## src/hdl/cgce_pkg.sv

```systemverilog
// Shared types, constants and the edge slot function of the clique engine.
`timescale 1ns / 1ps
package cgce_pkg;

  localparam int MAX_VERTICES_DEF = 64;
  localparam int COLOR_BITS_DEF   = 8;

  localparam int MODE_W  = 3;
  localparam int VERT_W  = 6;
  localparam int SLOT_W  = 11;
  localparam int COLOR_W = 8;
  localparam int K_W     = 7;
  localparam int DEG_W   = 6;
  localparam int MASK_W  = 64;

  localparam int QUEUE_DEPTH = 2;

  localparam logic [MODE_W-1:0] MODE_SET_PAIR  = 3'd0;
  localparam logic [MODE_W-1:0] MODE_SET_INDEX = 3'd1;
  localparam logic [MODE_W-1:0] MODE_READ      = 3'd2;
  localparam logic [MODE_W-1:0] MODE_DEGREE    = 3'd3;
  localparam logic [MODE_W-1:0] MODE_CLIQUE    = 3'd4;

  localparam logic REG_VERTEX_COUNT = 1'b0;
  localparam logic REG_COLOR_COUNT  = 1'b1;

  typedef enum logic [2:0] {
    OP_WRITE,
    OP_READ,
    OP_DEGREE,
    OP_CLIQUE,
    OP_ERROR
  } op_e;

  typedef struct packed {
    logic [MODE_W-1:0]  mode;
    logic [VERT_W-1:0]  vertex_a;
    logic [VERT_W-1:0]  vertex_b;
    logic [SLOT_W-1:0]  edge_index;
    logic [COLOR_W-1:0] color;
    logic [K_W-1:0]     clique_size;
  } item_t;

  typedef struct packed {
    logic [COLOR_W-1:0] read_color;
    logic [DEG_W-1:0]   degree;
    logic               found;
    logic [MASK_W-1:0]  clique_mask;
    logic               error;
  } result_t;

  // classified command handed from the front to the back
  typedef struct packed {
    op_e                op;
    logic [SLOT_W-1:0]  slot;
    logic [VERT_W-1:0]  vertex;
    logic [COLOR_W-1:0] color;
    logic [K_W-1:0]     k;
  } cmd_t;

  // triangular slot of the pair lo < hi on n vertices
  function automatic logic [SLOT_W-1:0] slot_of(logic [VERT_W-1:0] lo,
                                                logic [VERT_W-1:0] hi,
                                                logic [K_W-1:0] n);
    logic [12:0] prod;
    logic [12:0] tri_n;
    logic [12:0] s;
    prod  = 13'(lo) * 13'(n);
    tri_n = ((13'(lo) + 13'd1) * (13'(lo) + 13'd2)) >> 1;
    s     = prod + 13'(hi) - tri_n;
    return s[SLOT_W-1:0];
  endfunction

endpackage

```

## src/hdl/cgce_front.sv

```systemverilog
// Front end: takes items and classifies them into commands.
`timescale 1ns / 1ps
module cgce_front (
  input  logic                           start_i,
  input  logic                           busy_i,
  input  cgce_pkg::item_t                item_i,
  input  logic [cgce_pkg::K_W-1:0]       vertex_count_i,
  input  logic [cgce_pkg::COLOR_W-1:0]   color_count_i,
  output logic                           push_o,
  output cgce_pkg::cmd_t                 cmd_o
);
  import cgce_pkg::*;

  logic        pair_ok;
  logic        col_ok;
  logic        k_ok;
  logic        idx_ok;
  logic [13:0] slots;
  logic [VERT_W-1:0] lo;
  logic [VERT_W-1:0] hi;

  assign push_o = start_i & ~busy_i;

  always_comb begin
    pair_ok = (K_W'(item_i.vertex_a) < vertex_count_i) &&
              (K_W'(item_i.vertex_b) < vertex_count_i) &&
              (item_i.vertex_a != item_i.vertex_b);
    col_ok  = item_i.color < color_count_i;
    k_ok    = (item_i.clique_size != '0) && (item_i.clique_size <= vertex_count_i);
    slots   = (14'(vertex_count_i) * (14'(vertex_count_i) - 14'd1)) >> 1;
    idx_ok  = 14'(item_i.edge_index) < slots;
    lo      = (item_i.vertex_a < item_i.vertex_b) ? item_i.vertex_a : item_i.vertex_b;
    hi      = (item_i.vertex_a < item_i.vertex_b) ? item_i.vertex_b : item_i.vertex_a;

    cmd_o        = '0;
    cmd_o.op     = OP_ERROR;
    cmd_o.vertex = item_i.vertex_a;
    cmd_o.color  = item_i.color;
    cmd_o.k      = item_i.clique_size;
    cmd_o.slot   = slot_of(lo, hi, vertex_count_i);
    case (item_i.mode)
      MODE_SET_PAIR: begin
        if (pair_ok && col_ok) cmd_o.op = OP_WRITE;
      end
      MODE_SET_INDEX: begin
        cmd_o.slot = item_i.edge_index;
        if (idx_ok && col_ok) cmd_o.op = OP_WRITE;
      end
      MODE_READ: begin
        if (pair_ok) cmd_o.op = OP_READ;
      end
      MODE_DEGREE: begin
        if ((K_W'(item_i.vertex_a) < vertex_count_i) && col_ok) cmd_o.op = OP_DEGREE;
      end
      MODE_CLIQUE: begin
        if (k_ok && col_ok) cmd_o.op = OP_CLIQUE;
      end
      default: begin
        cmd_o.op = OP_ERROR;
      end
    endcase
  end

endmodule

```

## config.mk

```make
export PLATFORM = sky130hd
export DESIGN_NAME = cgce_front
export DESIGN_NICKNAME = d
export VERILOG_FILES = /design/src/hdl/cgce_pkg.sv /design/src/hdl/cgce_front.sv
export SDC_FILE = /design/constraint.sdc
export NUM_CORES = 1
export LEC_CHECK = 0
export BUFFER_PORTS_ARGS = -buffer_cell sky130_fd_sc_hd__buf_4
export CORE_UTILIZATION = 37
export DETAILED_ROUTE_END_ITERATION = 10
export PLACE_DENSITY = 0.55
export SLEW_MARGIN = 30
export SYNTH_ARGS = -nofsm -noshare
export SYNTH_HDL_FRONTEND = slang
export SYNTH_SLANG_ARGS = --single-unit
```

## constraint.sdc

```tcl
create_clock -name vclk -period 27.6
set_clock_uncertainty 0.05 [all_clocks]
set_input_delay 4.14 -clock vclk [all_inputs]
set_output_delay 4.14 -clock vclk [all_outputs]
set_load 0.02 [all_outputs]
```

==> run metrics <==
status completed; Hold Path Class primary input to output port; Highest Signal Layer met4; Synth Net Count 1,073; Seq/Total Area, Yosys 0; DR pass1 iterations 4; Crit path top cell by count inv_1; MaxCap Viol Count 0; worst setup path class primary input to output port; post-route DRC violation count 0; die outline width 134 um; number of distinct library cells after synthesis 58; CP max FO 21; Fin. Hold Viols 0; mean post-synth cell area 8.14 sq um; met3 wire length 725 um; CP required 23.41 ns; Setup TNS 0 ns; PortBufs 94; fraction of layout cells with a size suffix above 1 0.137; Slew headroom 0.524; Tmin final 18.62 ns; largest net degree at the start of global routing 22; RSZ-0062 raised after global routing no; GRT Overall Usage 0.178; Boundary Pins 94; Routed WL 15,400 um; number of core rows 47; Fmax achieved 0.0537 GHz; initial DRC count 189; Final nets 1,136; vias in the first global route 5,191; die height 134 um; warnings from Yosys 0; FFs & Latches 0; pins over their slew limit 0; Antenna Nets Post-Route 0; Overflow after GRT 0; Setup crit end kind output port; Startpoint Class primary input; worst slew pin tran 0.705 ns; Core Util, Final 0.430; Initial Utilization 0.383; fillcell total 1,738; Clock buffer cells 0; metal2 WL 7070 um; initial antenna violation count 0; DR WL/cell 14.4 um; DR vias/cell 4.84; hold buffers post-CTS 0; area of the core 16,800 sq um; total setup buffers inserted after CTS 0; via count 5,195; routability cong. 0.909; non-filler cells, final 1,073; P&R area growth vs syn 12.1%; Final Cycle Share 0.674; max incr delay on CP 0.57 ns; first-pass GRT wire length 25,800 um; WP data arrival 14.43 ns; number of diodes 0; slowest stage cell, crit path fa_1; post-detail-place hpwl 13,400 um; Post-Syn Instances 792; register area 0 sq um; post-CTS sizing 0; WHS 8.44 ns; die area 17,900 sq um; met1 WL 7550 um; Final Setup Violations 0; cell area after synthesis 6440 sq um; Cells after DPL 1,073
## critical path: cells and delay by family
kind                       cells  cell delay, ns
and+or+nand+nor                4            0.92
buffers and inverters          9            0.96
AOI/OAI and AO/OA             10            1.96
adders and majority gates     12            4.87
xor gates and xnor gates       5            1.29
muxes                          1            0.28
## layout make-up
| class | instances | area (sq um) | share of cell area |
|---|---|---|---|
| inverters | 152 | 571 | 0.0790 |
| well taps | 220 | 275 | 0.0381 |
| multi-input cells | 605 | 5660 | 0.783 |
| repair buffers | 96 | 721 | 0.0997 |
## final timing paths
check / depth (start not counted) / from / slack, ns / end
setup / recovery: 41 / item_i[30] / 8.98 / cmd_o[31]
hold / removal: 2 / item_i[7] / 8.44 / cmd_o[7]
## routing by layer
layer,up-vias,global-route usage
met5,-,0
met4,0,0.00947
met3,6,0.00869
met2,110,0.295
met1,2446,0.265
li1,2633,-
## synth_stat cells, drive strengths merged (3+ instances only)
cell type  number  share of area
o211ai          3         0.0043
mux2            7          0.013
clkbuf         11         0.0064
fa             88           0.27
nor3            3         0.0023
nand3           8         0.0062
a21o           14          0.016
o21a            4         0.0047
buf            24          0.028
a21oi          41          0.032
o21bai          6         0.0070
inv           150          0.087
and2            5         0.0054
nor2          102          0.059
nor2b           7         0.0080
o21ai          22          0.019
xor2           15          0.020
nand2b         22          0.022
xnor2          29          0.039
mux2i           5         0.0078
nand4          10         0.0097
nand2          50          0.029
and3            4         0.0039
ha            135           0.26
or2             4         0.0039
## metrics by stage
step	worst slack [ns]	area [sq um]
after global routing	8.27	7230
final	8.98	7230
after detailed placement	9.02	7220
after floorplan	9.66	6440
after CTS	8.99	7220
after global placement	9.11	7220
## cells in the final DEF, fill, tap and decap left out, types with 2 or more instances in the layout
cell / Yosys / routed
a21o_1: 14 / 14
a21oi_1: 40 / 40
and2_1: 2 / 2
and3_1: 4 / 4
buf_4: 21 / 96
clkinv_1: 2 / 2
fa_1: 88 / 88
ha_1: 135 / 135
inv_1: 150 / 150
mux2_2: 6 / 6
mux2i_1: 5 / 5
nand2_1: 50 / 50
nand2b_1: 21 / 21
nand3_1: 8 / 8
nand4_1: 10 / 10
nor2_1: 102 / 102
nor2b_1: 6 / 6
nor3_1: 3 / 3
o211ai_1: 2 / 2
o21a_1: 4 / 4
o21ai_0: 20 / 20
o21bai_1: 6 / 6
o31ai_1: 2 / 2
or2_2: 4 / 4
or3_1: 2 / 2
xnor2_1: 29 / 29
xor2_1: 15 / 15
## logic make-up (layout without fill, tap and decap cells)
group | count (synthesis) | in the layout | share of synthesized area
buffers and inverters | 187 | 248 | 0.123
adder cells (fa/ha/maj) | 223 | 223 | 0.536
multiplexers | 12 | 12 | 0.0206
AND/OR/NAND/NOR | 224 | 224 | 0.160
XOR/XNOR | 45 | 45 | 0.0633
AO/OA/AOI/OAI | 101 | 101 | 0.0979
Power is not shown: default switching activity piles up to over one toggle a cycle in this logic, so the estimate is an artifact.
