$ cat src/hdl/cgce_pkg.sv
// Shared types, constants and the edge slot function of the clique engine.
`timescale 1ns / 1ps
package cgce_pkg;

  localparam int MAX_VERTICES_DEF = 64;
  localparam int COLOR_BITS_DEF   = 8;

  localparam int MODE_W  = 3;
  localparam int VERT_W  = 6;
  localparam int SLOT_W  = 11;
  localparam int COLOR_W = 8;
  localparam int K_W     = 7;
  localparam int DEG_W   = 6;
  localparam int MASK_W  = 64;

  localparam int QUEUE_DEPTH = 2;

  localparam logic [MODE_W-1:0] MODE_SET_PAIR  = 3'd0;
  localparam logic [MODE_W-1:0] MODE_SET_INDEX = 3'd1;
  localparam logic [MODE_W-1:0] MODE_READ      = 3'd2;
  localparam logic [MODE_W-1:0] MODE_DEGREE    = 3'd3;
  localparam logic [MODE_W-1:0] MODE_CLIQUE    = 3'd4;

  localparam logic REG_VERTEX_COUNT = 1'b0;
  localparam logic REG_COLOR_COUNT  = 1'b1;

  typedef enum logic [2:0] {
    OP_WRITE,
    OP_READ,
    OP_DEGREE,
    OP_CLIQUE,
    OP_ERROR
  } op_e;

  typedef struct packed {
    logic [MODE_W-1:0]  mode;
    logic [VERT_W-1:0]  vertex_a;
    logic [VERT_W-1:0]  vertex_b;
    logic [SLOT_W-1:0]  edge_index;
    logic [COLOR_W-1:0] color;
    logic [K_W-1:0]     clique_size;
  } item_t;

  typedef struct packed {
    logic [COLOR_W-1:0] read_color;
    logic [DEG_W-1:0]   degree;
    logic               found;
    logic [MASK_W-1:0]  clique_mask;
    logic               error;
  } result_t;

  // classified command handed from the front to the back
  typedef struct packed {
    op_e                op;
    logic [SLOT_W-1:0]  slot;
    logic [VERT_W-1:0]  vertex;
    logic [COLOR_W-1:0] color;
    logic [K_W-1:0]     k;
  } cmd_t;

  // triangular slot of the pair lo < hi on n vertices
  function automatic logic [SLOT_W-1:0] slot_of(logic [VERT_W-1:0] lo,
                                                logic [VERT_W-1:0] hi,
                                                logic [K_W-1:0] n);
    logic [12:0] prod;
    logic [12:0] tri_n;
    logic [12:0] s;
    prod  = 13'(lo) * 13'(n);
    tri_n = ((13'(lo) + 13'd1) * (13'(lo) + 13'd2)) >> 1;
    s     = prod + 13'(hi) - tri_n;
    return s[SLOT_W-1:0];
  endfunction

endpackage

$ cat src/hdl/cgce_queue.sv
// Short command queue between front and back.
`timescale 1ns / 1ps
module cgce_queue (
  input  logic           clk_i,
  input  logic           rst_ni,
  input  logic           push_i,
  input  cgce_pkg::cmd_t cmd_i,
  input  logic           pop_i,
  output logic           vld_o,
  output logic           full_o,
  output cgce_pkg::cmd_t cmd_o
);
  import cgce_pkg::*;

  localparam int PW = $clog2(QUEUE_DEPTH);

  cmd_t          entry_q [QUEUE_DEPTH];
  logic [PW-1:0] wr_ptr_q, wr_ptr_d;
  logic [PW-1:0] rd_ptr_q, rd_ptr_d;
  logic [PW:0]   cnt_q, cnt_d;
  logic          do_push;
  logic          do_pop;

  assign vld_o   = cnt_q != '0;
  assign full_o  = cnt_q == (PW+1)'(QUEUE_DEPTH);
  assign cmd_o   = entry_q[rd_ptr_q];
  assign do_push = push_i & ~full_o;
  assign do_pop  = pop_i & vld_o;

  always_comb begin
    wr_ptr_d = wr_ptr_q;
    rd_ptr_d = rd_ptr_q;
    cnt_d    = cnt_q;
    if (do_push) wr_ptr_d = (wr_ptr_q == PW'(QUEUE_DEPTH-1)) ? '0 : wr_ptr_q + PW'(1);
    if (do_pop)  rd_ptr_d = (rd_ptr_q == PW'(QUEUE_DEPTH-1)) ? '0 : rd_ptr_q + PW'(1);
    if (do_push && !do_pop) cnt_d = cnt_q + (PW+1)'(1);
    if (!do_push && do_pop) cnt_d = cnt_q - (PW+1)'(1);
  end

  always_ff @(posedge clk_i or negedge rst_ni) begin
    if (!rst_ni) begin
      wr_ptr_q <= '0;
      rd_ptr_q <= '0;
      cnt_q    <= '0;
    end else begin
      wr_ptr_q <= wr_ptr_d;
      rd_ptr_q <= rd_ptr_d;
      cnt_q    <= cnt_d;
    end
  end

  always_ff @(posedge clk_i) begin
    if (do_push) entry_q[wr_ptr_q] <= cmd_i;
  end

endmodule

$ cat config.mk
export PLATFORM = sky130hd
export DESIGN_NAME = cgce_queue
export DESIGN_NICKNAME = d
export VERILOG_FILES = /design/src/hdl/cgce_pkg.sv /design/src/hdl/cgce_queue.sv
export SDC_FILE = /design/constraint.sdc
export NUM_CORES = 1
export LEC_CHECK = 0
export ABC_AREA = 1
export BUFFER_PORTS_ARGS = -buffer_cell sky130_fd_sc_hd__buf_4
export CAP_MARGIN = 20
export CORE_ASPECT_RATIO = 1.2
export CORE_UTILIZATION = 40
export DETAILED_ROUTE_END_ITERATION = 10
export GPL_ROUTABILITY_DRIVEN = 0
export PLACE_DENSITY = 0.71
export SLEW_MARGIN = 20
export SYNTH_ARGS = -nofsm -noshare
export SYNTH_HDL_FRONTEND = slang
export SYNTH_SLANG_ARGS = --single-unit
$ cat constraint.sdc
create_clock -name clk_i -period 3.2 [get_ports clk_i]
set_input_delay 0.32 -clock clk_i [delete_from_list [all_inputs] [get_ports clk_i]]
set_output_delay 0.32 -clock clk_i [all_outputs]
set_load 0.05 [all_outputs]
==> metrics.yaml, run 1 <==
wl_per_cell_um: 11.8
grt_pass1_vias: 1729
cts_num_sinks: 74
clockBufferDepth: 2
netlist-cell-type-count: 16
yosys-top-cells-count: "nand2_1 (113), edfxtp_1 (70), inv_1 (5)"
synth_flop_cell: "edfxtp_1"
dr.pass1.iters: 4
start_util: 0.412
fmax_mhz: 456
dieHeight_um: 93.8
grt_first_pass_wirelength_um: 7280
worstPathArrival_ns: 1.87
wirelength_um: 4550
cts_setup_buffers: 0
die-area_um2: 7360
netlist_instances: 214
ys_warn_count: 0
synth_simple_gate_area_share: 0.167
synth_top_family_by_area: "simple AND/OR/NAND/NOR gates"
drc: 0
leakage_nw: 1.58
cts_buffers: 9
r2r_start: "cnt_q[0]"
final_cell_count_no_fill: 387
synth-xor-area-share: 0.00312
muxShareOfSynthArea: 0
drive_gt1_frac: 0.330
synth_fa_ha_area_frac: 0.00446
dp_cells: 371
cts-root-buf: "clkbuf_8"
critical_path_class: "register to primary output"
ant_nets: 0
crit_path_cell_trace: "buf_4 > nand2_1 > nand2_1 > buf_4"
diodes: 0
regToRegSetupSlack_ns: 1.41
power_density_nw_per_um2: 1110
coreArea_um2: 6810
r2r-end: "entry_q[0][0]"
postCtsResizedCells: 0
antenna_found_initial: 0
place_ws_ns: 1.37
synth-compound-area-share: 0.00312
power_frac_clock: 0.182
p_sw_frac: 0.442
worst_hold_slack_ns: 0.162
final_hold_viol_count: 0
p_int_w: 0.00226
critPathLaunchType: "register"
via_per_inst: 4.48
yosys-top-cells-area: "edfxtp_1 (75%), nand2_1 (15%), dfrtp_1 (3.6%)"
ys_ff_latch: 74
cts_hold_buf: 1
required_ns: 2.88
slew_headroom: 0.361
crit_path_end: "cmd_o[7]"
ys_seq_area_frac: 0.785
finalCritPeriodShare: 0.686
grt_max_degree: 37
slew_violations: 0
max_stage_delay_ns: 0.84
h-tree-depth: 3
port_buffers: 75
clock-skew-final_ns: 0.00689
async_flop_share: 0.0541
syn_area_per_cell_um2: 13.1
nets: 336
r2r_cells: 5
grt.total_usage: 0.137
synth_edf_count: 70
clkLatencyLatePin_ns: 0.33
post-route-min-period_ns: 2.19
rsz0062_at_grt: "no"
cp_max_fo: 21
cp_slowest_cell: "dfrtp_1"
status: "complete, no violations"
setup_tns_ns: 0
seq_power_share: 0.352
peakVddDrop_v: 0.000519
syn-cell-area_um2: 2810
combPwrFrac: 0.465
place.detailed.hpwl_um: 3030
yosysMostFrequentCell: "nand2_1"
maxCapViolations: 0
overflow: 0
clkTransAtPathRegs_ns: 0.08
fp-row-count: 33
die_x_um: 78.5
cp-end-kind: "primary output"
power.total_w: 0.00405
fin_ws_ns: 1.01
crit_path_start: "rd_ptr_q"
hold_path_class: "input pin to register"
setup_viol: 0
yosysTopAreaCell: "edfxtp_1"
drt_iter0_drc: 55
num-fill-cells: 586
num_vias: 1732
syn_nets: 254
p_sw_w: 0.00179
synth_top_area_frac: 0.749
cts_tree: "built"
worstMarginPinSlew_ns: 0.956
io_pins: 76
syn_to_final_growth_pct: 30.5
==> per-stage QoR <==
step	area [µm²]	utilization
after floorplan	2810	-
after global placement	3450	0.506
after detailed placement	3450	0.506
after CTS	3660	0.538
after global routing	3660	0.538
final	3660	0.538
==> logic make-up (layout without fill, tap and decap cells) <==
logic type / after synthesis / after routing
simple gates: 121 / 121
flops: 74 / 74
buf+inv: 16 / 102
fa+ha+maj: 1 / 1
compound gates: 1 / 1
xor+xnor: 1 / 1
==> placed cells by master (no fill, tap or decap), drive strengths merged <==
cell type and instances:
buf 77, bufinv 2, clkbuf 9, clkinv 2
clkinvlp 2, dfrtp 4, dlygate4sd3 1, edfxtp 70
ha 1, inv 9, nand2 115, nand3 3
nand4 1, nor2 2, o21ai 1, xnor2 1
==> per-layer routing <==
| metal | track usage | vias to the layer above | share of wire |
|---|---|---|---|
| li1 | - | 876 | - |
| met1 | 0.138 | 788 | 0.39 |
| met3 | 0.0330 | 13 | 0.050 |
| met4 | 0.0926 | 0 | 0.030 |
| met2 | 0.247 | 55 | 0.53 |
| met5 | 0 | - | 0 |
==> power by group through the flow <==
stage | Combinational, W | Clock [W] | Sequential, W
after global placement | 0.00190 | 0 | 0.00144
after floorplan | 0.00144 | 0 | 0.00140
final | 0.00189 | 0.000739 | 0.00143
after global routing | 0.00202 | 0.000790 | 0.00145
after detailed placement | 0.00191 | 0 | 0.00145
after CTS | 0.00191 | 0.000759 | 0.00143
==> critical path: cells and delay by family, from the launching register on <==
family	cells	cell delay (ns)
flops	1	0.84
buf+inv	2	0.54
simple gates	2	0.15
==> cell type report <==
| class | count | area [µm²] | area share |
|---|---|---|---|
| flip-flops and latches | 74 | 2200 | 0.601 |
| repair buffers | 78 | 601 | 0.164 |
| multi-input cells | 124 | 505 | 0.138 |
| clock buffers | 9 | 124 | 0.0338 |
| well taps | 87 | 109 | 0.0297 |
| clock inverters | 6 | 82.6 | 0.0225 |
| inverters | 9 | 38.8 | 0.0106 |
==> sequential cells by signal, indices dropped and copies added, names as in the netlist <==
signal and count:
rd_ptr_q 1, wr_ptr_q 1, entry_q 70, cnt_q 2
==> how the worst min path moves through the flow <==
stage,startpoint,endpoint,slack [ns],depth (start not counted)
6_report,cmd_i[25],entry_q[1][25],0.16,1
3_5_place_dp,rst_ni,cnt_q[1],0.12,1
5_1_grt,cmd_i[31],entry_q[0][31],0.14,1
3_3_place_gp,rst_ni,cnt_q[1],0.12,1
2_1_floorplan,rst_ni,cnt_q[0],0.02,0
4_1_cts,cmd_i[25],entry_q[1][25],0.14,1
Power figures use the tool's default switching activity.
==> inputs of run 2 (changes only) <==
==> constraint.sdc (replaced) <==
create_clock -name clk_i -period 2.1 [get_ports clk_i]
set_input_delay 0.21 -clock clk_i [delete_from_list [all_inputs] [get_ports clk_i]]
set_output_delay 0.21 -clock clk_i [all_outputs]
set_load 0.05 [all_outputs]
==> run 2 against run 1 <==
  * Critical path depth stayed put
  * Via count is 0.58% higher
  * Clock-buffer cell count unchanged
  * Sequential power increased by 50%
  * Largest cell class unchanged
==> metrics.yaml, run 2 (synthesis results as in run 1) <==
status: "complete, no violations"
start_util: 0.412
grt_pass1_vias: 1589
setup_tns_ns: 0
r2r-end: "entry_q[0][20]"
cp_slowest_cell: "dfrtp_1"
largest_reg_flops: 70
place.detailed.hpwl_um: 3360
port_buffers: 75
setup_viol: 0
cp.buffers_inverters: 2
reg_top3: "entry_q: 70 flops, cnt_q: 2 flops"
wirelength_um: 4870
finalCritPeriodShare: 0.885
post-route-min-period_ns: 1.86
regToRegSetupSlack_ns: 0.58
maxCapViolations: 0
fp-row-count: 33
r2r_start: "cnt_q[0]"
leakage_nw: 1.59
clkLatencyLatePin_ns: 0.34
dr.pass1.iters: 4
syn_to_final_growth_pct: 31.1
crit_path_cell_trace: "buf_4 > nand2_1 > nand2_1 > buf_4"
largest_register: "entry_q"
diodes: 0
crit_path_start: "rd_ptr_q"
fin_util: 0.540
clock-skew-final_ns: 0.00899
antenna_found_initial: 0
final_hold_viol_count: 0
coreArea_um2: 6810
h-tree-depth: 3
peakVddDrop_v: 0.000788
cts_setup_buffers: 0
rsz0062_at_grt: "no"
wl_per_cell_um: 12.4
die-area_um2: 7360
worstPathArrival_ns: 1.65
cts-root-buf: "clkbuf_8"
num_vias: 1742
cp_max_fo: 13
dieHeight_um: 93.8
cp-end-kind: "primary output"
required_ns: 1.89
cp_num_cells: 4
grt.total_usage: 0.142
drive_gt1_frac: 0.348
clkTransAtPathRegs_ns: 0.08
ant_nets: 0
critical_path_class: "register to primary output"
cts_num_sinks: 74
overflow: 0
final_cell_mix: "nand2_1 (113), buf_4 (80), edfxtp_1 (70), clkbuf_8 (9), inv_1 (5)"
worstMarginPinSlew_ns: 0.501
fmax_mhz: 538
drc: 0
io_pins: 76
hold_path_class: "input pin to register"
via_per_inst: 4.44
slew_violations: 0
crit_path_end: "cmd_o[24]"
power_density_nw_per_um2: 1670
power.total_w: 0.00616
crit_family: "flip-flops"
grt_first_pass_wirelength_um: 7600
grt_max_degree: 37
final_common_cell: "nand2_1"
die_x_um: 78.5
drt_iter0_drc: 106
r2r_cells: 5
slew_headroom: 0.666
critPathLaunchType: "register"
cts_tree: "built"
clockBufferDepth: 2
nets: 340
max_stage_delay_ns: 0.66
cts_buffers: 9
-- run 2: final cells by class --
type | instances | area, µm²
fillers | 578 | 3130
repair buffers | 82 | 631
inverters | 9 | 38.8
clock buffers | 9 | 124
flip-flops and latches | 74 | 2200
multi-input cells | 124 | 505
well taps | 87 | 109
clock inverters | 7 | 70.1
-- run 2: worst min-delay path by stage --
stage | start | to | slack, ns | cells after the start
global route | cmd_i[8] | entry_q[0][8] | 0.04 | 1
global placement | rst_ni | cnt_q[1] | 0.01 | 1
finish | cmd_i[18] | entry_q[0][18] | 0.05 | 1
CTS | cmd_i[16] | entry_q[0][16] | 0.04 | 1
floorplan | rst_ni | cnt_q[0] | -0.09 | 0
detailed placement | rst_ni | cnt_q[1] | 0.01 | 1
-- run 2: layer usage --
metal	part of all wire	up-vias	global-route usage
met5	0	-	0
met4	0.028	0	0.0849
met3	0.053	14	0.0359
met2	0.48	52	0.220
met1	0.44	791	0.181
li1	-	885	-
-- run 2: report_power, final --
group / leakage (nW) / switching (W) / total, W / internal (W)
clock network: 0.0873 / 0.000505 / 0.00105 / 0.000543
logic: 0.805 / 0.00215 / 0.00296 / 0.000807
registers: 0.699 / 0.000134 / 0.00215 / 0.00201
-- run 2: what timing repair did --
item                      in CTS  in global routing
gates resized for setup        0                  0
hold buffers                   1                  0
hold endpoints to repair       4                  0
-- run 2: through the flow --
stage          instance area, µm²  worst slack (ns)  hold slack, ns  instances
2_1_floorplan                2810             0.230         -0.0856        214
3_5_place_dp                 3480             0.572          0.0107        375
4_1_cts                      3680             0.193          0.0369        392
5_1_grt                      3680             0.119          0.0357        392
6_report                     3680             0.240          0.0492        392
3_3_place_gp                 3480             0.580         0.00967        375
